File: src/rtl/b2da_pkg.sv
package b2da_pkg;

	localparam int unsigned VALUE_W     = 32;
	localparam int unsigned PLACE_W     = 4;
	localparam int unsigned CHAR_W      = 6;
	localparam int unsigned BOUND_W     = 36;
	localparam int unsigned NUM_PLACES  = 10;
	localparam int unsigned QUEUE_DEPTH = 2;

	// place index of the units digit, the last place of every run
	localparam logic [PLACE_W-1:0] UNITS_PLACE = 4'd9;
	localparam logic [CHAR_W-1:0]  ASCII_ZERO  = 6'h30;

	// decimal weight of a place, most significant place first
	function automatic logic [VALUE_W-1:0] place_weight(input logic [PLACE_W-1:0] place);
		logic [VALUE_W-1:0] w;
		case (place)
			4'd0:    w = 32'd1000000000;
			4'd1:    w = 32'd100000000;
			4'd2:    w = 32'd10000000;
			4'd3:    w = 32'd1000000;
			4'd4:    w = 32'd100000;
			4'd5:    w = 32'd10000;
			4'd6:    w = 32'd1000;
			4'd7:    w = 32'd100;
			4'd8:    w = 32'd10;
			4'd9:    w = 32'd1;
			default: w = '0;
		endcase
		return w;
	endfunction

	// one queued request: the value and the place of its leading digit
	typedef struct packed {
		logic [VALUE_W-1:0] value;
		logic [PLACE_W-1:0] place;
	} b2da_item_t;

	// queue head as seen by the digit sequencer
	typedef struct packed {
		logic       valid;
		b2da_item_t item;
	} b2da_head_t;

endpackage

File: src/rtl/binary_to_decimal_ascii.sv
// Unsigned 32-bit binary to decimal ASCII converter.
//
// Slave channel (s_*): one request per value. Master channel (m_*): one
// request per character, most significant digit first, leading zeros
// dropped; a zero value gives a single '0'. m_tlast marks the units digit.
//
// Classified values wait in a small queue between the input side and the
// digit sequencer, so the input keeps taking values while characters are
// still being sent. The sequencer produces one digit per cycle unless
// m_tready stalls it, by a parallel compare against the nine multiples of
// the place weight; a value gives 1 to 10 characters, the next loads at
// its units digit. A value passes queue, sequencer and output register.
//
// A stall on m_tready holds the current character and freezes the
// sequencer; the queue then fills and s_tready drops. Reset clears the
// queue, the sequencer and the output register; nothing else is kept.
module binary_to_decimal_ascii import b2da_pkg::*; #(
	parameter int unsigned DEPTH = QUEUE_DEPTH
) (
	input  logic        clk,
	input  logic        arst_n,
	input  logic        s_tvalid,
	output logic        s_tready,
	input  logic [31:0] s_tdata,   // [31:0] value
	output logic        m_tvalid,
	input  logic        m_tready,
	output logic [7:0]  m_tdata,   // [5:0] digit_char, [7:6] zero
	output logic        m_tlast
);

	b2da_head_t        head;
	logic              pop;
	logic [CHAR_W-1:0] digit_char;

	b2da_front #(
		.DEPTH(DEPTH)
	) u_front (
		.clk     (clk),
		.arst_n  (arst_n),
		.s_tvalid(s_tvalid),
		.s_tready(s_tready),
		.value   (s_tdata),
		.head    (head),
		.pop     (pop)
	);

	b2da_back u_back (
		.clk       (clk),
		.arst_n    (arst_n),
		.head      (head),
		.pop       (pop),
		.m_tvalid  (m_tvalid),
		.m_tready  (m_tready),
		.digit_char(digit_char),
		.last      (m_tlast)
	);

	// pad the character to a whole byte
	assign m_tdata = {2'b00, digit_char};

endmodule

File: src/rtl/b2da_front.sv
module b2da_front import b2da_pkg::*; #(
	parameter int unsigned DEPTH = QUEUE_DEPTH
) (
	input  logic               clk,
	input  logic               arst_n,
	input  logic               s_tvalid,
	output logic               s_tready,
	input  logic [VALUE_W-1:0] value,
	output b2da_head_t         head,
	input  logic               pop
);

	localparam int unsigned PTR_W = (DEPTH > 1) ? $clog2(DEPTH) : 1;
	localparam int unsigned CNT_W = $clog2(DEPTH + 1);
	localparam logic [PTR_W-1:0] PTR_LAST = PTR_W'(DEPTH - 1);
	localparam logic [CNT_W-1:0] CNT_FULL = CNT_W'(DEPTH);

	b2da_item_t         mem_q [DEPTH];
	logic [PTR_W-1:0]   wr_ptr_q;
	logic [PTR_W-1:0]   rd_ptr_q;
	logic [CNT_W-1:0]   count_q;
	logic [PLACE_W-1:0] lead_place;
	logic               push;

	// find the leading digit: count the weights above the value
	always_comb begin
		lead_place = '0;
		for (int i = 0; i < NUM_PLACES - 1; i++) begin
			if (value < place_weight(PLACE_W'(i)))
				lead_place = lead_place + 1'b1;
		end
	end

	assign s_tready = (count_q != CNT_FULL);
	assign push     = s_tvalid && s_tready;

	// hold classified requests until the sequencer takes them
	always_ff @(posedge clk) begin
		if (push) begin
			mem_q[wr_ptr_q].value <= value;
			mem_q[wr_ptr_q].place <= lead_place;
		end
	end

	always_ff @(posedge clk or negedge arst_n) begin
		if (!arst_n) begin
			wr_ptr_q <= '0;
			rd_ptr_q <= '0;
			count_q  <= '0;
		end else begin
			if (push)
				wr_ptr_q <= (wr_ptr_q == PTR_LAST) ? '0 : wr_ptr_q + 1'b1;
			if (pop)
				rd_ptr_q <= (rd_ptr_q == PTR_LAST) ? '0 : rd_ptr_q + 1'b1;
			if (push && !pop)
				count_q <= count_q + 1'b1;
			else if (pop && !push)
				count_q <= count_q - 1'b1;
		end
	end

	assign head.valid = (count_q != '0);
	assign head.item  = mem_q[rd_ptr_q];

	// the sequencer only takes a request that is there
	a_pop_nonempty: assert property (@(posedge clk) disable iff (!arst_n)
		pop |-> count_q != '0)
		else $error("queue popped while empty");

	a_count_range: assert property (@(posedge clk) disable iff (!arst_n)
		count_q <= CNT_FULL)
		else $error("queue count out of range");

	a_full_count: assert property (@(posedge clk) disable iff (!arst_n)
		(push && !pop) |=> count_q == $past(count_q) + 1'b1)
		else $error("queue count missed a push");

endmodule

File: src/rtl/b2da_back.sv
module b2da_back import b2da_pkg::*; (
	input  logic              clk,
	input  logic              arst_n,
	input  b2da_head_t        head,
	output logic              pop,
	output logic              m_tvalid,
	input  logic              m_tready,
	output logic [CHAR_W-1:0] digit_char,
	output logic              last
);

	logic               busy_q;
	logic [VALUE_W-1:0] rest_q;
	logic [PLACE_W-1:0] place_q;
	logic               out_valid_q;
	logic [CHAR_W-1:0]  out_char_q;
	logic               out_last_q;

	logic [VALUE_W-1:0] weight;
	logic [BOUND_W-1:0] bound [NUM_PLACES];
	logic [3:0]         digit;
	logic [BOUND_W-1:0] sub;
	logic               out_free;
	logic               step;
	logic               last_step;
	logic               load;

	// digit of the current place: compare against all nine multiples
	always_comb begin
		weight   = place_weight(place_q);
		bound[0] = '0;
		digit    = '0;
		for (int k = 1; k < NUM_PLACES; k++) begin
			bound[k] = BOUND_W'(weight) * BOUND_W'(k);
			if ({{(BOUND_W - VALUE_W){1'b0}}, rest_q} >= bound[k])
				digit = digit + 4'd1;
		end
		sub = bound[digit];
	end

	assign out_free  = !out_valid_q || m_tready;
	assign step      = busy_q && out_free;
	assign last_step = step && (place_q == UNITS_PLACE);
	assign load      = head.valid && (!busy_q || last_step);
	assign pop       = load;

	// advance one place per cycle while the output register has room
	always_ff @(posedge clk or negedge arst_n) begin
		if (!arst_n) begin
			busy_q      <= 1'b0;
			out_valid_q <= 1'b0;
		end else begin
			if (load)
				busy_q <= 1'b1;
			else if (last_step)
				busy_q <= 1'b0;
			if (step)
				out_valid_q <= 1'b1;
			else if (m_tready)
				out_valid_q <= 1'b0;
		end
	end

	always_ff @(posedge clk) begin
		if (load) begin
			rest_q  <= head.item.value;
			place_q <= head.item.place;
		end else if (step) begin
			rest_q  <= rest_q - sub[VALUE_W-1:0];
			place_q <= place_q + 1'b1;
		end
		if (step) begin
			out_char_q <= ASCII_ZERO + {2'b00, digit};
			out_last_q <= (place_q == UNITS_PLACE);
		end
	end

	assign m_tvalid   = out_valid_q;
	assign digit_char = out_char_q;
	assign last       = out_last_q;

	a_place_range: assert property (@(posedge clk) disable iff (!arst_n)
		busy_q |-> place_q <= UNITS_PLACE)
		else $error("place index past the units digit");

	// the remainder never reaches ten units of the current place
	a_rest_bound: assert property (@(posedge clk) disable iff (!arst_n)
		busy_q |-> {{(BOUND_W - VALUE_W){1'b0}}, rest_q} <
			BOUND_W'(place_weight(place_q)) * BOUND_W'(10))
		else $error("remainder too large for its place");

	a_char_range: assert property (@(posedge clk) disable iff (!arst_n)
		out_valid_q |-> (out_char_q >= 6'd48 && out_char_q <= 6'd57))
		else $error("character is not a decimal digit");

	a_last_frees: assert property (@(posedge clk) disable iff (!arst_n)
		(last_step && !load) |=> !busy_q)
		else $error("sequencer stayed busy after the units digit");

endmodule
File: config.mk
export PLATFORM = sky130hd
export DESIGN_NAME = binary_to_decimal_ascii
export DESIGN_NICKNAME = d
export VERILOG_FILES = /design/src/rtl/b2da_pkg.sv /design/src/rtl/binary_to_decimal_ascii.sv /design/src/rtl/b2da_front.sv /design/src/rtl/b2da_back.sv
export SDC_FILE = /design/constraint.sdc
export NUM_CORES = 1
export LEC_CHECK = 0
export BUFFER_PORTS_ARGS = -buffer_cell sky130_fd_sc_hd__buf_2
export CAP_MARGIN = 25
export CORE_ASPECT_RATIO = 0.7
export CORE_MARGIN = 1
export CORE_UTILIZATION = 55
export DETAILED_ROUTE_END_ITERATION = 8
export GPL_TIMING_DRIVEN = 0
export PLACE_DENSITY = 0.71
export REMOVE_ABC_BUFFERS = 1
export SLEW_MARGIN = 15
export SYNTH_ARGS = -nofsm -noshare
export SYNTH_HDL_FRONTEND = slang
export SYNTH_HIERARCHICAL = 1
export SYNTH_SLANG_ARGS = --single-unit
export TNS_END_PERCENT = 100
File: constraint.sdc
create_clock -name clk -period 30.6 [get_ports clk]
set_clock_uncertainty 0.15 [all_clocks]
set_input_delay 6.12 -clock clk [delete_from_list [all_inputs] [get_ports clk]]
set_output_delay 6.12 -clock clk [all_outputs]
set_load 0.01 [all_outputs]
-- After elaboration in Yosys (flattened, before gate mapping)
Memories as Yosys holds them, arrays and structs flattened. A register that Yosys moved wholly into a read port is not among the register bits.
Cells that the tools add are included.
- register bits after elaboration: 49
- memory bits (writable): 72
- memory bits (read-only): 480
- input bits: 36
- output and inout port bits: 11
- word-level logic and storage cells: 114
- memories kept: 2
- memory list (memory ; depth ; bits a word ; read ports ; clocked after memory_dff ; wr ports ; line ; RTL):
    (name not given) ; 16 ; 30 ; 1 ; 1 ; 0 ; b2da_pkg.sv:17 ; case (place)
    u_front.mem_q ; 2 ; 36 ; 1 ; 0 ; 1 ; b2da_front.sv:18 ; b2da_item_t mem_q [DEPTH];
- $add $sub $neg: 23
- multiply operators: 5
- $lt $le $gt $ge: 19
- equal/unequal tests: 2
- muxes and demuxes: 36
- bitwise operators: 1
- reductions and logical operators: 17
- operators by type and width (operator ; number):
    $bmux 36 s4 ; 1
    $ge 32x35->1 ; 4
    $mux 32 ; 4
    $mux 4 ; 19
    $mul 32x3->35 const B ; 2
    $ge 32x34->1 ; 2
    $mul 32x2->34 const B ; 2
    $add 4x1->4 const B ; 15
    $ge 32x36->1 ; 1
    $mul 32x4->36 const B ; 1
    $ge 32x33->1 ; 1
    $ge 32x32->1 ; 1
    $lt 32x10->1 const B ; 1
    $lt 32x14->1 const B ; 1
    $lt 32x17->1 const B ; 1
    $lt 32x20->1 const B ; 1
    $lt 32x24->1 const B ; 1
    $lt 32x27->1 const B ; 1
    $lt 32x30->1 const B ; 1
    $lt 32x4->1 const B ; 1
    $lt 32x7->1 const B ; 1
    $sub 32x32->32 ; 1
    $mux 1 ; 10
    $reduce_bool 2->1 ; 5
    other kinds (13) ; 25

-- Depth between registers and ports, before layout
Gate-level depths: netlist of run 1.
- word-level depth: 25
- mapped depth: 63
- mapped depth without buffers: 62

-- Modules after synthesis
The synthesis of run 1 kept the hierarchy.
- by module, submodules not included (module ; times used ; cells an instance ; area an instance (um2) ; seq. area each (um2)):
    b2da_back ; 1 ; 2286 ; 18242.5 ; 1741.7
    b2da_front ; 1 ; 285 ; 3992.6 ; 2262.2
    binary_to_decimal_ascii ; 1 ; 3 ; 18.8 ; 0.0

-- Least setup slack after synthesis of run 1
No wires, ideal clock.
- kind: register -> register
- start: register u_back/weight[1] (netlist name)
- end: register u_back.rest_q[30], data pin
- library setup time: 0.272 ns
- data arrival time: 10.948 ns
- required time: 30.178 ns
- path slack: 19.230 ns
- cell stages (with the launch flop): 62
- path buffers: 2
- clock period less this slack: 11.370 ns
- cell sequence: dfxtp_1 > inv_1 > ha_1 > a21o_1 > a21o_1 > a21o_1 > a21o_1 > a21o_1 > a21o_1 > a21o_1 > a21o_1 > a21o_1 > a21o_1 > a21o_1 > a21o_1 > a21o_1 > a211oi_1 > or4_1 > [26 not listed] > fa_1 > a21o_1 > a21oi_1 > o21bai_1 > a21oi_1 > o21bai_1 > a21oi_1 > o21bai_1 > a21boi_0 > o21ai_0 > nand4_1 > a31oi_1 > a211oi_1 > nor2_1 > a211o_1 > a21oi_1 > xor2_1 > o21ai_0
- word-level cells in the longest chain between the ends: 25
- elaborated cells on any way between the ends: 38
- classes of those cells: add/sub (9); mul (5); order compare (9); mux (14); bitwise (1)
- RTL lines (element ; line ; RTL):
    parallel branches: the longest is 19 deep, another holds $mul 32x2->34 ; - ;
    $bmux 36 s4 * ; b2da_back.sv:38 ; sub = bound[digit];
    $mux 32 (not written as such) * (2 in series) ; b2da_back.sv:38 ;
    $sub 32x32->32 * ; b2da_back.sv:69 ; rest_q <= rest_q - sub[VALUE_W-1:0];
    $mux 32 * ; b2da_back.sv:68 ; end else if (step) begin
    $mux 32 * ; b2da_back.sv:65 ; if (load) begin
    to (signal assigned) ; b2da_back.sv:66 ; rest_q <= head.item.value;
    to (signal assigned) ; b2da_back.sv:69 ;
    to (decl) ; b2da_back.sv:13 ; logic [VALUE_W-1:0] rest_q;
Mark *: on every way between the ends. The select of a mux whose other input is x is not followed.
A chain may end at the register's enable or synchronous reset.

-- Final worst setup path of run 1
- start: register u_back/weight[23] (netlist name)
- end: register u_back.rest_q[30], data pin
- word-level cells in the longest chain between the ends: 25
- elaborated cells on any way between the ends: 38
- classes of those cells: add/sub (9); mul (5); order compare (9); mux (14); bitwise (1)
- RTL lines (element ; line):
    parallel branches: the longest is 19 deep, another holds $mul 32x2->34 ; -
    $bmux 36 s4 * ; b2da_back.sv:38
    $mux 32 (not written as such) * (2 in series) ; b2da_back.sv:38
    $sub 32x32->32 * ; b2da_back.sv:69
    $mux 32 * ; b2da_back.sv:68
    $mux 32 * ; b2da_back.sv:65
Marked as above.

==> results.py, run 1 <==
metrics = {
    "cts": {
        "path_clk_slew_ns": 0.06,
        "cts.sinks": 142,
        "post_cts.repair.setup_buffers": 0,
        "cts_tree": "built",
        "cts-root-buf": "clkbuf_16",
        "clkLatencyLatePin_ns": 0.42,
        "cts_buffer_depth": 2,
        "cts_resized": 0,
        "htreeDepth": 4,
        "cts-buffers-inserted": 17,
        "ctsHoldBuffers": 0,
    },
    "synth": {
        "yosysMostFrequentCell": "ha_1",
        "synthFlopType": "edfxtp_1",
        "async_reset_ff_frac": 0.0423,
        "ys_ff_latch": 142,
        "synthTopCellsByCount": "ha_1 (448), a21oi_1 (231), nor2_1 (211)",
        "syn-instance-count": 2574,
        "synth_cell_types": 106,
        "yosys.area.top_type_share": 0.252,
        "yosys.area.top_type": "ha_1",
        "syn_area_per_cell_um2": 8.65,
        "synth_area_mm2": 0.0223,
        "synth_edf_count": 113,
        "yosys-top-cells-area": "ha_1 (25%), edfxtp_1 (15%), a21oi_1 (5.2%), o21ai_0 (3.6%), nor2_1 (3.6%)",
        "yosysWarnings": 6,
        "ys_seq_area_frac": 0.180,
    },
    "placed_design": {
        "dpl.cell_count": 3099,
        "gp_congestion": 1.01,
        "dp_hpwl_um": 55600,
        "placed_cell_area_mm2": 0.0232,
        "port-buffer-count": 42,
    },
    "setup_path": {
        "r2r_setup_slack_ns": 15.50,
        "required_ns": 30.59,
        "crit_arrival_ns": 15.10,
        "slowest_delay_ns": 0.92,
        "rr_startpoint": "u_back/weight[23]",
        "startpoint_type": "register",
        "cp_slowest_cell": "dfxtp_1",
        "ff2ff_path_depth": 56,
        "cp_max_fo": 29,
        "path_class": "reg2reg",
        "setup.worst_path.start": "u_back/weight[23]",
        "cp-end-kind": "register",
        "r2r_end": "u_back/rest_q[30]",
        "crit_top_cell": "o21ai_0",
        "crit_end": "u_back/rest_q[30]",
    },
    "grt": {
        "antenna_found_initial": 1,
        "grt_max_degree": 73,
        "grt_pass1_wl_um": 108000,
        "grt-ovfl-total": 0,
        "grt_pass1_vias": 19600,
        "grt_use_total": 0.335,
    },
    "run_status": {
        "status": "completed",
    },
    "timing": {
        "setup_tns_ns": 0,
        "setup_viol_count_final": 0,
        "worstMarginPinSlew_ns": 1.06,
        "rsz0062_at_grt": "no",
        "hold_violations": 0,
        "relSlewSlack": 0.276,
        "drv_slew": 0,
        "finalCriticalPeriod_ns": 15.10,
        "fin_crit_sh": 0.494,
        "max_freq_mhz": 66.2,
    },
    "min_path": {
        "worstHoldPathCells": 1,
        "min_path_type": "reg2reg",
    },
    "floorplanning": {
        "core_mm2": 0.0398,
        "dieHeight_um": 170,
        "dieArea_mm2": 0.0413,
        "initial_utilization": 0.560,
        "fp.dieW_um": 242,
        "io_pins": 47,
        "core.rowCount": 61,
    },
    "layout": {
        "final_cells": 3132,
        "syn2layout_area_growth_pct": 7.10,
        "drive_gt1_frac": 0.0812,
        "diodes": 0,
        "design_area_mm2": 0.0238,
        "fin_nets": 3096,
    },
    "detailed_routing": {
        "vias": 20500,
        "drt_first_pass_iters": 6,
        "via_per_inst": 6.55,
        "ant_nets": 0,
        "drt_iter0_drc": 2332,
        "wirelength_um": 69800,
        "drc_errors": 0,
        "wl_per_cell_um": 22.3,
    },
    "run": {
        "maxCapViolCount": 0,
    },
}
==> logic make-up after synthesis <==
| logic type | share of synthesized area |
|---|---|
| AO/OA/AOI/OAI | 0.226 |
| XOR/XNOR | 0.0729 |
| adder cells (fa/ha/maj) | 0.279 |
| buffers and inverters | 0.0383 |
| flip-flops | 0.180 |
| multiplexers | 0.0403 |
| other | 0.000337 |
| AND/OR/NAND/NOR | 0.163 |
==> how the worst min path moves through the flow <==
stage	from	endpoint	slack [ns]
2_1_floorplan	u_back/busy_q	u_back/m_tvalid	0.30
3_3_place_gp	u_back/busy_q	u_back/m_tvalid	0.31
3_5_place_dp	u_back/busy_q	u_back/m_tvalid	0.32
4_1_cts	u_back/busy_q	u_back/m_tvalid	0.34
5_1_grt	u_front/count_q[1]	u_front/count_q[1]	0.36
6_report	u_back/busy_q	u_back/m_tvalid	0.34
==> routing by layer <==
layer / GRT usage / vias to the layer above / wire, um
met2: 0.503 / 918 / 28900
li1: - / 9685 / -
met1: 0.487 / 9837 / 32300
met3: 0.0729 / 88 / 7230
met5: 0 / - / 13
met4: 0.0743 / 2 / 1370
==> area by class of cell <==
class                           instances  area (um2)
Inverter                              144         547
Fill cell                            3533       15900
Sequential cell                       142        4010
Clock buffer                           17         425
Timing Repair Buffer                   57         541
Multi-Input combinational cell       2222       17500
Clock inverter                         15         168
Tap cell                              535         669
==> state kept, by name, summed over array words and instances, names as in the netlist <==
register           count
u_back/busy_q          1
u_back/digit_char      4
u_back/last            1
u_back/m_tvalid        1
u_back/place_q         4
u_back/rest_q         32
u_back/weight         23
u_front/count_q        2
u_front/mem_q         72
u_front/rd_ptr_q       1
u_front/wr_ptr_q       1
==> layout by cell type, fill, tap and decap left out, types with 14 or more instances in the layout <==
| cell | count |
|---|---|
| ha_1 | 448 |
| o21ai_0 | 162 |
| a21o_1 | 102 |
| o21bai_1 | 25 |
| nand4_1 | 51 |
| clkbuf_16 | 17 |
| nor3_1 | 55 |
| mux2i_1 | 20 |
| and2_1 | 20 |
| nor2_1 | 208 |
| buf_2 | 42 |
| edfxtp_1 | 113 |
| nand2b_1 | 38 |
| nand2_1 | 148 |
| and3_1 | 26 |
| nor4_1 | 14 |
| fa_1 | 28 |
| xnor2_1 | 89 |
| a21oi_1 | 231 |
| inv_1 | 137 |
| xor2_1 | 68 |
| o211ai_1 | 36 |
| mux2_2 | 39 |
| o21a_1 | 42 |
| nor2b_1 | 35 |
| or2_2 | 19 |
| a211oi_1 | 22 |
| a31oi_1 | 37 |
| nand3_1 | 47 |
| dfxtp_1 | 22 |
==> stage by stage <==
step | setup slack [ns] | hold slack (ns) | util
floorplan | 15.64 | 0.298 | -
global placement | 9.58 | 0.310 | 0.574
detailed placement | 15.89 | 0.320 | 0.584
CTS | 15.88 | 0.336 | 0.599
global route | 14.69 | 0.359 | 0.599
finish | 15.50 | 0.337 | 0.599
==> critical path, delay by kind of cell, from the launching register on <==
kind	cells	cell delay (ns)
and+or+nand+nor	9	2.00
AOI/OAI and AO/OA	31	6.53
buffers and inverters	5	1.30
muxes	2	0.68
adders and majority gates	6	2.59
DFF	1	0.92
xor gates and xnor gates	3	0.56
Power of run 1 is not shown: default switching activity piles up to over one toggle a cycle in this logic, so the estimate is an artifact.
==> run 2: changes to the inputs <==
Settings changed: PLACE_DENSITY 0.71 to 0.74.
Clock period 30.6 ns to 12.1 ns, I/O delays scaled along.
==> results.py, run 2 (synthesis gave the netlist of run 1 again) <==
metrics = {
    "run_status": {
        "status": "completed",
    },
    "timing": {
        "drv_slew": 0,
        "relSlewSlack": 0.322,
        "fin_crit_sh": 0.983,
        "worstMarginPinSlew_ns": 0.991,
        "hold_violations": 0,
        "setup_viol_count_final": 0,
        "finalCriticalPeriod_ns": 11.89,
        "setup_tns_ns": 0,
        "max_freq_mhz": 84.1,
    },
    "setup_path": {
        "cp_slowest_cell": "mux4_2",
        "cp-end-kind": "register",
        "path_class": "reg2reg",
        "worst-path-buf-inv": 9,
        "startpoint_type": "register",
        "slowest_delay_ns": 0.54,
        "required_ns": 12.10,
        "cpLargestDelayFamily": "compound AO/OA/AOI/OAI gates",
        "crit_arrival_ns": 11.89,
        "crit_top_cell": "a21oi_2",
        "cp_max_fo": 11,
    },
    "cts": {
        "cts-root-buf": "clkbuf_16",
        "path_clk_slew_ns": 0.07,
        "clkLatencyLatePin_ns": 0.43,
        "cts-buffers-inserted": 17,
        "cts_buffer_depth": 2,
        "htreeDepth": 4,
        "cts_tree": "built",
        "cts.sinks": 142,
    },
    "detailed_routing": {
        "drc_errors": 0,
        "drt_first_pass_iters": 7,
        "ant_nets": 0,
        "wl_per_cell_um": 22.7,
        "drt_iter0_drc": 2504,
        "vias": 21500,
        "wirelength_um": 73500,
        "via_per_inst": 6.63,
    },
    "grt": {
        "antenna_found_initial": 0,
        "grt_use_total": 0.339,
        "grt_pass1_vias": 20100,
        "grt-ovfl-total": 0,
        "grt_max_degree": 73,
        "grt_pass1_wl_um": 110000,
    },
    "layout": {
        "fin_nets": 3200,
        "multi_input_area_mm2": 0.0183,
        "diodes": 0,
        "layout_commonest_cell": "ha_1",
        "syn2layout_area_growth_pct": 14.7,
        "seq_area_mm2": 0.00406,
        "fillerInstances": 3255,
        "largest_reg_flops": 72,
        "regMostFlops": "u_front/mem_q",
        "final_cells": 3236,
        "finish.utilization": 0.642,
        "drive_gt1_frac": 0.167,
        "final_cell_mix": "ha_1 (434), a21oi_1 (206), nor2_1 (201), o21ai_0 (146), nand2_1 (146)",
    },
    "placed_design": {
        "port-buffer-count": 42,
        "gp_congestion": 1.03,
        "dpl.cell_count": 3098,
        "dp_hpwl_um": 54700,
    },
    "floorplanning": {
        "core.rowCount": 61,
        "dieArea_mm2": 0.0413,
        "initial_utilization": 0.560,
        "io_pins": 47,
        "dieHeight_um": 170,
        "fp.dieW_um": 242,
        "core_mm2": 0.0398,
    },
    "run": {
        "maxCapViolCount": 0,
    },
    "min_path": {
        "min_path_type": "reg2reg",
    },
}
[run 2: cell type report]
cell class	count	area share
clock inverters	13	0.00662
multi-input cells	2225	0.715
inverters	144	0.0223
well taps	535	0.0262
clock buffers	19	0.0177
repair buffers	158	0.0528
flip-flops and latches	142	0.159
[run 2: path summary, 6_finish.rpt]
path / start / end / slack (ns) / depth (start not counted)
max: u_back/weight[1] / u_back/rest_q[30] / 0.21 / 56
min: u_front/count_q[1] / u_front/count_q[1] / 0.34 / 1
max reg2reg: u_back/weight[1] / u_back/rest_q[30] / 0.21 / 56
min reg2reg: u_front/count_q[1] / u_front/count_q[1] / 0.34 / 1
max in group asynchronous: arst_n / u_front/rd_ptr_q / 10.00 / 1
min in group asynchronous: arst_n / u_front/wr_ptr_q / 1.65 / 1
[run 2: timing repair]
| action | in CTS | in global routing |
|---|---|---|
| pin swaps | 31 | 75 |
| gates cloned | 3 | 4 |
| setup buffers | 39 | 61 |
| hold buffers | 0 | 0 |
| resized for setup | 86 | 109 |
| setup endpoints to repair | 29 | 16 |
[run 2: metal layers]
metal	GRT usage	vias to the layer above	part of all wire
met4	0.0900	0	0.029
met2	0.515	1142	0.42
li1	-	9898	-
met3	0.0639	148	0.11
met5	0	-	0
met1	0.490	10300	0.44
[run 2: metrics by stage]
| stage | setup WS, ns | area [um2] | hold slack, ns |
|---|---|---|---|
| 5_1_grt | -0.143 | 25500 | 0.368 |
| 2_1_floorplan | -2.86 | 22000 | 0.298 |
| 6_report | 0.206 | 25500 | 0.341 |
| 3_3_place_gp | -8.50 | 22800 | 0.317 |
| 4_1_cts | 0.00248 | 24500 | 0.346 |
| 3_5_place_dp | -2.86 | 23200 | 0.333 |
Power of run 2 is left out for the same reason.
